File: src/rtl/rycavg_pkg.sv
// ----------------------------------------------------------------------------
// rycavg_pkg: shared types and constants for the RGB to YCbCr converter
// Q8 BT.601 coefficients, register defaults and the per-pixel result type.
// ----------------------------------------------------------------------------
package rycavg_pkg;

  // Field widths fixed by the pixel and register formats.
  localparam int unsigned PixW  = 8;
  localparam int unsigned RowWW = 13;
  localparam int unsigned Q8W   = 16;
  localparam int unsigned SumW  = 18;
  localparam int unsigned ArithW = 20;

  // Register and parameter defaults.
  localparam logic [RowWW-1:0] DefRowWidth = 13'd640;
  localparam int unsigned      DefMaxWidth = 4096;

  // Q8 coefficients (value x 256, rounded to nearest).
  localparam logic signed [9:0] YR  = 10'sd66;
  localparam logic signed [9:0] YG  = 10'sd129;
  localparam logic signed [9:0] YB  = 10'sd25;
  localparam logic signed [9:0] CbR = -10'sd38;
  localparam logic signed [9:0] CbG = -10'sd74;
  localparam logic signed [9:0] CbB = 10'sd112;
  localparam logic signed [9:0] CrR = 10'sd112;
  localparam logic signed [9:0] CrG = -10'sd94;
  localparam logic signed [9:0] CrB = -10'sd18;

  localparam logic signed [ArithW-1:0] YOff  = 20'sd4096;   // 16 * 256
  localparam logic signed [ArithW-1:0] COff  = 20'sd32768;  // 128 * 256
  localparam logic signed [ArithW-1:0] Q8Max = 20'sd65280;  // 255 * 256

  // Clamped Q8 components of one pixel.
  typedef struct packed {
    logic [Q8W-1:0] yq;
    logic [Q8W-1:0] cbq;
    logic [Q8W-1:0] crq;
  } csc_t;

  function automatic logic [Q8W-1:0] clamp_q8(input logic signed [ArithW-1:0] v);
    logic [Q8W-1:0] res;
    if (v < 0) begin
      res = '0;
    end else if (v > Q8Max) begin
      res = Q8Max[Q8W-1:0];
    end else begin
      res = v[Q8W-1:0];
    end
    return res;
  endfunction

endpackage

File: src/rtl/rycavg_csc.sv
// ----------------------------------------------------------------------------
// rycavg_csc: per-pixel colour space conversion
// Computes clamped Q8 Y, Cb and Cr for one RGB pixel with constant multiplies.
// ----------------------------------------------------------------------------
module rycavg_csc (
  input  logic [rycavg_pkg::PixW-1:0] red_i,
  input  logic [rycavg_pkg::PixW-1:0] green_i,
  input  logic [rycavg_pkg::PixW-1:0] blue_i,
  output rycavg_pkg::csc_t            csc_o
);

  logic signed [9:0] r_s, g_s, b_s;
  logic signed [rycavg_pkg::ArithW-1:0] y_raw, cb_raw, cr_raw;

  assign r_s = $signed({2'b00, red_i});
  assign g_s = $signed({2'b00, green_i});
  assign b_s = $signed({2'b00, blue_i});

  always_comb begin
    y_raw  = r_s * rycavg_pkg::YR  + g_s * rycavg_pkg::YG  + b_s * rycavg_pkg::YB
           + rycavg_pkg::YOff;
    cb_raw = r_s * rycavg_pkg::CbR + g_s * rycavg_pkg::CbG + b_s * rycavg_pkg::CbB
           + rycavg_pkg::COff;
    cr_raw = r_s * rycavg_pkg::CrR + g_s * rycavg_pkg::CrG + b_s * rycavg_pkg::CrB
           + rycavg_pkg::COff;
  end

  assign csc_o.yq  = rycavg_pkg::clamp_q8(y_raw);
  assign csc_o.cbq = rycavg_pkg::clamp_q8(cb_raw);
  assign csc_o.crq = rycavg_pkg::clamp_q8(cr_raw);

endmodule

File: src/rtl/rgb_to_yuv_chroma_avg_unit.sv
// ----------------------------------------------------------------------------
// rgb_to_yuv_chroma_avg_unit: RGB to YCbCr with 4:1 chroma averaging
// Gives the luma of every pixel and, on the last pixel of each aligned group
// of four within a row, the floor of the mean Cb and Cr over that group.
// ----------------------------------------------------------------------------
//  Channel  Direction  Handshake              Payload
//  in       sink       in_valid_i/in_stall_o  red, green, blue, last_of_frame
//  out      source     out_valid_o/out_stall_i luma, cb_avg, cr_avg,
//                                              chroma_valid, frame_end
//  cfg      sink       cfg_valid_i/cfg_ready_o row width (13 bits)
//
//  One pixel is accepted per cycle while the output is not stalled; each result
//  passes through the input register and then the result register. The group
//  accumulator is updated as each pixel moves on to the result register.
//  A stall on the output holds the result register and, once the input
//  register is also full, stalls the input. Reset clears the column count,
//  the group sums and the row width to 640 pixels.
// ----------------------------------------------------------------------------
module rgb_to_yuv_chroma_avg_unit #(
  parameter int unsigned MAX_WIDTH = rycavg_pkg::DefMaxWidth
) (
  input  logic                         clk_i,
  input  logic                         rst_ni,
  // pixel input
  input  logic                         in_valid_i,
  output logic                         in_stall_o,
  input  logic [rycavg_pkg::PixW-1:0]  red_i,
  input  logic [rycavg_pkg::PixW-1:0]  green_i,
  input  logic [rycavg_pkg::PixW-1:0]  blue_i,
  input  logic                         last_of_frame_i,
  // result output
  output logic                         out_valid_o,
  input  logic                         out_stall_i,
  output logic [rycavg_pkg::PixW-1:0]  luma_o,
  output logic [rycavg_pkg::PixW-1:0]  cb_avg_o,
  output logic [rycavg_pkg::PixW-1:0]  cr_avg_o,
  output logic                         chroma_valid_o,
  output logic                         frame_end_o,
  // configuration
  input  logic                         cfg_valid_i,
  output logic                         cfg_ready_o,
  input  logic [rycavg_pkg::RowWW-1:0] cfg_row_width_i
);

  localparam int unsigned CntW = $clog2(MAX_WIDTH);
  localparam int unsigned MaxBits = $clog2(MAX_WIDTH + 1);
  localparam int unsigned CmpW = (MaxBits > rycavg_pkg::RowWW) ? MaxBits : rycavg_pkg::RowWW;
  localparam logic [CmpW-1:0] MaxWidthC = CmpW'(MAX_WIDTH);
  localparam int unsigned SumW = rycavg_pkg::SumW;
  localparam int unsigned Q8W = rycavg_pkg::Q8W;
  localparam int unsigned PixW = rycavg_pkg::PixW;

  // Configuration register
  logic [rycavg_pkg::RowWW-1:0] row_width_q;

  assign cfg_ready_o = 1'b1;

  always_ff @(posedge clk_i or negedge rst_ni) begin
    if (!rst_ni) begin
      row_width_q <= rycavg_pkg::DefRowWidth;
    end else if (cfg_valid_i && cfg_ready_o) begin
      row_width_q <= cfg_row_width_i;
    end
  end

  // Input register
  logic            s1_valid_q;
  logic [PixW-1:0] s1_red_q, s1_green_q, s1_blue_q;
  logic            s1_last_q;
  logic            s1_adv, in_take;

  assign s1_adv     = s1_valid_q && (!out_valid_o || !out_stall_i);
  assign in_stall_o = s1_valid_q && !s1_adv;
  assign in_take    = in_valid_i && !in_stall_o;

  always_ff @(posedge clk_i or negedge rst_ni) begin
    if (!rst_ni) begin
      s1_valid_q <= 1'b0;
    end else if (in_take) begin
      s1_valid_q <= 1'b1;
    end else if (s1_adv) begin
      s1_valid_q <= 1'b0;
    end
  end

  always_ff @(posedge clk_i) begin
    if (in_take) begin
      s1_red_q   <= red_i;
      s1_green_q <= green_i;
      s1_blue_q  <= blue_i;
      s1_last_q  <= last_of_frame_i;
    end
  end

  // Conversion
  rycavg_pkg::csc_t csc;

  rycavg_csc u_csc (
    .red_i   (s1_red_q),
    .green_i (s1_green_q),
    .blue_i  (s1_blue_q),
    .csc_o   (csc)
  );

  // Group accumulation and column tracking
  logic [CntW-1:0] col_q, col_d;
  logic [SumW-1:0] cb_sum_q, cb_sum_d, cr_sum_q, cr_sum_d;
  logic [SumW-1:0] cb_acc, cr_acc;
  logic [CmpW-1:0] row_w_ext, eff_width, col_next;
  logic            grp_start, grp_end, row_done;

  assign grp_start = (col_q[1:0] == 2'd0);
  assign grp_end   = (col_q[1:0] == 2'd3);

  assign cb_acc = grp_start ? SumW'(csc.cbq) : cb_sum_q + SumW'(csc.cbq);
  assign cr_acc = grp_start ? SumW'(csc.crq) : cr_sum_q + SumW'(csc.crq);

  // A zero or oversized width behaves as the largest supported width.
  assign row_w_ext = CmpW'(row_width_q);
  assign eff_width = (row_width_q == '0 || row_w_ext > MaxWidthC) ? MaxWidthC : row_w_ext;
  assign col_next  = CmpW'(col_q) + CmpW'(1);
  assign row_done  = s1_last_q || (col_next >= eff_width);

  always_comb begin
    if (row_done) begin
      col_d    = '0;
      cb_sum_d = '0;
      cr_sum_d = '0;
    end else begin
      col_d    = col_next[CntW-1:0];
      cb_sum_d = cb_acc;
      cr_sum_d = cr_acc;
    end
  end

  always_ff @(posedge clk_i or negedge rst_ni) begin
    if (!rst_ni) begin
      col_q    <= '0;
      cb_sum_q <= '0;
      cr_sum_q <= '0;
    end else if (s1_adv) begin
      col_q    <= col_d;
      cb_sum_q <= cb_sum_d;
      cr_sum_q <= cr_sum_d;
    end
  end

  // Result register
  logic            out_valid_q;
  logic [PixW-1:0] luma_q, cb_avg_q, cr_avg_q;
  logic            chroma_valid_q, frame_end_q;

  always_ff @(posedge clk_i or negedge rst_ni) begin
    if (!rst_ni) begin
      out_valid_q <= 1'b0;
    end else if (s1_adv) begin
      out_valid_q <= 1'b1;
    end else if (!out_stall_i) begin
      out_valid_q <= 1'b0;
    end
  end

  // The integer mean of four Q8 values is their sum shifted down by ten.
  always_ff @(posedge clk_i) begin
    if (s1_adv) begin
      luma_q         <= csc.yq[Q8W-1:Q8W-PixW];
      cb_avg_q       <= grp_end ? cb_acc[SumW-1:SumW-PixW] : '0;
      cr_avg_q       <= grp_end ? cr_acc[SumW-1:SumW-PixW] : '0;
      chroma_valid_q <= grp_end;
      frame_end_q    <= s1_last_q;
    end
  end

  assign out_valid_o    = out_valid_q;
  assign luma_o         = luma_q;
  assign cb_avg_o       = cb_avg_q;
  assign cr_avg_o       = cr_avg_q;
  assign chroma_valid_o = chroma_valid_q;
  assign frame_end_o    = frame_end_q;

endmodule

File: config.mk
export PLATFORM = sky130hd
export DESIGN_NAME = rgb_to_yuv_chroma_avg_unit
export DESIGN_NICKNAME = d
export VERILOG_FILES = /design/src/rtl/rycavg_pkg.sv /design/src/rtl/rycavg_csc.sv /design/src/rtl/rgb_to_yuv_chroma_avg_unit.sv
export SDC_FILE = /design/constraint.sdc
export NUM_CORES = 1
export LEC_CHECK = 0
export ABC_AREA = 1
export BUFFER_PORTS_ARGS = -buffer_cell sky130_fd_sc_hd__buf_2
export CAP_MARGIN = 20
export CORE_UTILIZATION = 70
export CTS_CLUSTER_DIAMETER = 60
export DETAILED_ROUTE_END_ITERATION = 8
export GPL_TIMING_DRIVEN = 0
export MAX_ROUTING_LAYER = met4
export PLACE_DENSITY = 0.89
export SKIP_CTS_REPAIR_TIMING = 1
export SYNTH_ARGS = -nofsm -noshare
export SYNTH_HDL_FRONTEND = slang
export SYNTH_SLANG_ARGS = --single-unit
File: constraint.sdc
create_clock -name clk_i -period 14.4 [get_ports clk_i]
set_input_delay 0.72 -clock clk_i [delete_from_list [all_inputs] [get_ports clk_i]]
set_output_delay 0.72 -clock clk_i [all_outputs]
set_load 0.005 [all_outputs]
==> Word-level counts from Yosys, hierarchy flattened <==
Cells that the tools add are included.
W data, S select, Z words.
{ "classes": {"reduce_logical": 13, "mul": 9, "eq_ne": 2, "muxes": 15, "n_addsub": 12, "order_cmp": 8} }
{ "op_table": {"columns": ["operator", "n"], "rows": [
  ["$add A20 B20 Y20", 6],
  ["$mux W16", 5],
  ["$mux W18", 4],
  ["$gt A20 B17 Y1 const B", 3],
  ["$lt A20 B1 Y1 const B", 3],
  ["$add A20 B17 Y20 const B", 2],
  ["$add A18 B16 Y18", 2],
  ["$mul A9 B7 Y16 const B", 2],
  ["$mul A8 B3 Y11 const B", 2],
  ["$add A20 B14 Y20 const B", 1],
  ["$mul A8 B8 Y16 const B", 1],
  ["$mul A9 B6 Y15 const B", 1],
  ["$mul A8 B6 Y14 const B", 1],
  ["$mul A9 B5 Y14 const B", 1],
  ["$add A12 B1 Y13 const B", 1],
  ["$ge A13 B13 Y1", 1],
  ["$gt A13 B13 Y1 const B", 1],
  ["$logic_not A13 Y1", 1],
  ["$mul A8 B5 Y13 const B", 1],
  ["$mux W13", 1],
  ["$mux W12", 1],
  ["$logic_not A1 Y1", 4],
  ["$mux W1", 4],
  ["$logic_and A1 B1 Y1", 3],
  ["other kinds (5)", 7]
]} }
{ "totals": {"elab_cells": 74, "inputBits": 43, "out_inout_bits": 29, "reg_bits": 114} }

==> Logic depth before layout (Yosys ltp) <==
{ "logic_depth": {"ltp_word": 10, "depth_mapped": 54, "depth_no_buf": 53} }

==> By module <==
Synthesis repeated with hierarchy kept, for this count alone.
{ "unflattened": {"hier_cells": 2459, "hier_area_um2": 18168.7} }
{ "modules_own_cells": {"columns": ["mod", "area_per_inst_um2", "instances", "cells_each"], "rows": [
  ["rycavg_csc", 11029.3, 1, 1535],
  ["rgb_to_yuv_chroma_avg_unit", 7139.3, 1, 924]
]} }

==> Worst setup path after synthesis <==
OpenSTA, ideal clock, no wires.
{ "synth_timing": {"path_type": "flip-flop to flip-flop", "startpoint": "reg s1_blue_q[4]", "endpoint": "reg cr_avg_q[7] (netlist: cr_avg_o[7]), data pin", "arrival_time_ns": 7.640, "required_time_ns": 14.133, "synth_period_minus_slack_ns": 7.907, "setup_time_ns": 0.267, "stages_incl_launch_ff": 50, "path_buffers": 1, "setup_slack_ns": 6.493, "cell_sequence": "edfxtp_1 ha_1 fa_1 inv_1 fa_1 inv_1 ha_1 inv_1 o21bai_1 a21oi_1 o21bai_1 a21oi_1 o21bai_1 nand2_1 nand2_1 a21oi_1 xor2_1 fa_1 [... 14 more ...] nor2_1 ha_1 fa_1 nand3_1 nand2_1 nand2_1 nand2_1 a21oi_1 o21ai_0 a21oi_1 o21ai_0 nand2_1 a21oi_1 o21ai_0 nor2_1 nor2_1 nand2_1 nor2_1"} }
{ "synth_between": {"elab_chain_cells": 8, "word_cells_on_any_way": 9, "classes_between": "add/sub (3); mul (1); order compare (2); mux (3)"} }
{ "synth_rtl": {"columns": ["item", "line", "rtl"], "rows": [
  ["start: declaration", "rgb_to_yuv_chroma_avg_unit.sv:68", "logic [PixW-1:0] s1_red_q, s1_green_q, s1_blue_q;"],
  ["start signal: assignment", "rgb_to_yuv_chroma_avg_unit.sv:90", "s1_blue_q <= blue_i;"],
  ["$mul A9 B5 Y14 (*)", "rycavg_csc.sv:24", "cr_raw = r_s * rycavg_pkg::CrR + g_s * rycavg_pkg::CrG + b_s * rycavg_pkg::CrB"],
  ["$add A20 B20 Y20 (*)", "rycavg_csc.sv:24", null],
  ["$add A20 B17 Y20 (*)", "rycavg_csc.sv:25", "+ rycavg_pkg::COff;"],
  ["$gt A20 B17 Y1", "rycavg_pkg.sv:44", "end else if (v > Q8Max) begin"],
  ["$mux W16", "rycavg_pkg.sv:44", null],
  ["$mux W16 (*)", "rycavg_pkg.sv:42", "if (v < 0) begin"],
  ["$add A18 B16 Y18 (*)", "rgb_to_yuv_chroma_avg_unit.sv:116", "assign cr_acc = grp_start ? SumW'(csc.crq) : cr_sum_q + SumW'(csc.crq);"],
  ["$mux W18 (*)", "rgb_to_yuv_chroma_avg_unit.sv:116", null],
  ["end signal: assignment", "rgb_to_yuv_chroma_avg_unit.sv:168", "cr_avg_q <= grp_end ? cr_acc[SumW-1:SumW-PixW] : '0;"],
  ["end: declaration", "rgb_to_yuv_chroma_avg_unit.sv:150", "logic [PixW-1:0] luma_q, cb_avg_q, cr_avg_q;"]
]} }
Every way passes the cells marked *; elsewhere a longest branch is shown, timed or not.
A chain may end at the register's enable or synchronous reset.

==> Worst setup path in the final report <==
{ "layout_timing": {"startpoint": "reg s1_green_q[2]", "endpoint": "reg cr_avg_q[7] (netlist: cr_avg_o[7]), data pin"} }
{ "layout_between": {"elab_chain_cells": 9, "word_cells_on_any_way": 10, "classes_between": "add/sub (4); mul (1); order compare (2); mux (3)"} }
{ "layout_rtl": {"columns": ["item", "line", "rtl"], "rows": [
  ["start: declaration", "rgb_to_yuv_chroma_avg_unit.sv:68", null],
  ["start signal: assignment", "rgb_to_yuv_chroma_avg_unit.sv:89", "s1_green_q <= green_i;"],
  ["$mul A9 B7 Y16 (*)", "rycavg_csc.sv:24", null],
  ["$add A20 B20 Y20 (*) (2 in series)", "rycavg_csc.sv:24", null],
  ["$add A20 B17 Y20 (*)", "rycavg_csc.sv:25", null],
  ["$gt A20 B17 Y1", "rycavg_pkg.sv:44", null],
  ["$mux W16", "rycavg_pkg.sv:44", null],
  ["$mux W16 (*)", "rycavg_pkg.sv:42", null],
  ["$add A18 B16 Y18 (*)", "rgb_to_yuv_chroma_avg_unit.sv:116", null],
  ["$mux W18 (*)", "rgb_to_yuv_chroma_avg_unit.sv:116", null]
]} }
Marks and branches as above.

==> flow_metrics.env <==
export IMPL_status="complete, no violations"
export IMPL_yosysTopAreaCell="ha_1"
export IMPL_r2r_cells=49
export IMPL_dieArea_sq_um=24070
export IMPL_rows=55
export IMPL_clkTransAtPathRegs_ns=0.10
export IMPL_place_ws_ns=5.111
export IMPL_fin_area_sq_um=17540
export IMPL_finalHoldViolCount=0
export IMPL_synth_seq_cells=112
export IMPL_worstMarginPinSlew_ns=0.8754
export IMPL_vias=13970
export IMPL_mostFrequentLayoutCells="inv_1 (411), nand2_1 (369), ha_1 (310)"
export IMPL_grt_pass1_vias=14360
export IMPL_finalCritPeriodShare=0.6606
export IMPL_synth_top_family_by_area="adder cells"
export IMPL_htreeDepth=3
export IMPL_detail_route_wirelength_um=39900
export IMPL_finalCriticalPeriod_ns=9.513
export IMPL_crit_top_cell="nor2_1"
export IMPL_startpoint="s1_green_q[2]"
export IMPL_post_synth_cell_area_avg_sq_um=7.983
export IMPL_hold_slack_ns=0.3968
export IMPL_fin_nets=2593
export IMPL_synth_top_area_share=0.2362
export IMPL_ys_top_cells_by_area="ha_1 (24%), fa_1 (12%), inv_1 (9.4%), edfxtp_1 (9.3%), dfrtp_1 (9.0%)"
export IMPL_ys_warn_count=0
export IMPL_drcViolationCount=0
export IMPL_boundaryPins=72
export IMPL_firstDrtPassIters=8
export IMPL_r2r_end="cr_avg_o[7]"
export IMPL_finalSetupViolations=0
export IMPL_cts_root_buf="clkbuf_16"
export IMPL_synthCells=2057
export IMPL_synth_seq_area_share=0.1864
export IMPL_synth_compound_area_frac=0.09624
export IMPL_antenna_found_initial=0
export IMPL_hold_class="input pin to asynchronous set/reset pin"
export IMPL_cp_slowest_stage_delay_ns=0.74
export IMPL_final_common_cell="inv_1"
export IMPL_gp_congestion=0.9399
export IMPL_cp_arrival_ns=9.63
export IMPL_start_kind="flip-flop"
export IMPL_finalMaxSlewViolations=0
export IMPL_crit_fanout=10
export IMPL_synth_cell_area_sq_um=16420
export IMPL_final_setup_tns_ns=0
export IMPL_cts_tree="done"
export IMPL_io_buffers=69
export IMPL_routedWlPerCell_um=16.24
export IMPL_start_util=0.7187
export IMPL_gr_total_overflow=0
export IMPL_die_y_um=155.2
export IMPL_ant_nets=0
export IMPL_reg2reg_from="s1_green_q[2]"
export IMPL_clockBufferDepth=2
export IMPL_synth_mux_area_frac=0.006858
export IMPL_rsz0062_at_grt="no"
export IMPL_antennaDiodeCount=0
export IMPL_cts_made_buffers=9
export IMPL_layout_drive_gt1_share=0.08442
export IMPL_die_width_um=155.2
export IMPL_vias_per_cell=5.687
export IMPL_cts_sinks=112
export IMPL_syn_to_final_growth_pct=6.820
export IMPL_skew_ns=0.01518
export IMPL_crit_end="cr_avg_o[7]"
export IMPL_syn_num_nets=2511
export IMPL_worst_slack_ns=4.887
export IMPL_ys_types=61
export IMPL_first_iter_violations=915
export IMPL_crit_slowest_cell="edfxtp_1"
export IMPL_fmax_mhz=105.1
export IMPL_core_area_sq_um=22850
export IMPL_grt_max_degree=62
export IMPL_grt_usage=0.3645
export IMPL_grt_pass1_wl_um=67460
export IMPL_crit_type="flip-flop to flip-flop"
export IMPL_synth_xor_area_frac=0.05600
export IMPL_synthAdderAreaFrac=0.3593
export IMPL_clkLatencyLatePin_ns=0.38
export IMPL_dpl_instance_area_sq_um=17190
export IMPL_relSlewSlack=0.4164
export IMPL_critPathCaptureType="flip-flop"
export IMPL_max_cap_viol_count=0
export IMPL_yosys_area_share_simple=0.1903
export IMPL_required_ns=14.52
export IMPL_r2r_slack_ns=4.89
export IMPL_hpwl_um=32190
[synth_stat cells, drive strengths merged]
| library cell | instances |
|---|---|
| clkinv | 2 |
| o311ai | 1 |
| nor2 | 112 |
| a21oi | 147 |
| nor3 | 21 |
| o22ai | 5 |
| o31ai | 7 |
| o21ai | 88 |
| fa | 101 |
| and2 | 4 |
| o221ai | 2 |
| nand2 | 390 |
| or4 | 1 |
| o211ai | 4 |
| nor4 | 4 |
| nor4b | 1 |
| ha | 310 |
| mux2 | 10 |
| dfrtp | 59 |
| a21o | 6 |
| inv | 423 |
| nand3 | 114 |
| xnor2 | 25 |
| a211o | 1 |
| xor2 | 80 |
| a22o | 2 |
| o21a | 2 |
| a311oi | 1 |
| dfstp | 2 |
| a31oi | 1 |
| a21boi | 1 |
| edfxtp | 51 |
| buf | 7 |
| nand3b | 9 |
| o221a | 1 |
| nand4 | 17 |
| a22oi | 1 |
| or2 | 8 |
| o21bai | 15 |
| clkbuf | 18 |
| conb | 1 |
| nor3b | 2 |
[state kept, by name, indices dropped and copies added (netlist names)]
register / flops
s1_blue_q: 8
out_valid_o: 1
cb_avg_o: 8
s1_valid_q: 1
chroma_valid_o: 1
col_q: 12
cr_sum_q: 17
s1_last_q: 1
cr_avg_o: 8
s1_green_q: 8
cb_sum_q: 17
s1_red_q: 8
luma_o: 8
frame_end_o: 1
row_w_ext: 13
[critical path: cells and delay by family, from the launching register on]
| family | cells | cell delay, ns |
|---|---|---|
| compound gates | 12 | 2.33 |
| flops | 1 | 0.74 |
| buf+inv | 5 | 0.48 |
| xor+xnor | 2 | 0.60 |
| fa+ha+maj | 9 | 2.74 |
| simple gates | 21 | 2.32 |
[routing by layer]
layer | track usage | share of wire | vias to the layer above
met3 | 0.05877 | 0.063 | 112
li1 | - | - | 6808
met2 | 0.5993 | 0.47 | 407
met5 | - | 0 | -
met1 | 0.4504 | 0.43 | 6645
met4 | 0.1429 | 0.036 | 0
[worst min path at each step]
stage	depth (start not counted)	to	from	slack, ns
floorplan	0	cb_sum_q[10]	rst_ni	0.42
global placement	0	frame_end_o	s1_last_q	0.45
detailed placement	0	frame_end_o	s1_last_q	0.46
CTS	1	cb_sum_q[13]	rst_ni	0.47
global route	0	frame_end_o	s1_last_q	0.49
finish	1	cb_sum_q[12]	rst_ni	0.40
[metrics by stage]
step,std cells,utilization
6_report,2457,0.7677
2_1_floorplan,2057,-
4_1_cts,2456,0.7665
3_3_place_gp,2439,0.7510
5_1_grt,2457,0.7677
3_5_place_dp,2440,0.7524
[cells by family (layout without fill, tap and decap cells)]
logic type      count (synthesis)  in the layout
simple gates                  683            683
flops                         112            112
buf+inv                       450            537
other cells                     1              1
fa+ha+maj                     411            411
compound gates                285            285
xor+xnor                      105            105
mux                            10             10
[area by class of cell]
type                       instances  area [sq um]
tap                              313         391.6
fill                            1675          5306
timing repair buffer              71         402.9
clock inverter                     7         98.84
multi-input combinational       1495         11640
inverter                         425          1595
clock buffer                       9         225.2
buffer                            25         125.1
sequential                       112          3060
Power is left out: the tool's default activity adds up to more than one toggle a clock period on the data nets, which glitch-free logic cannot reach.
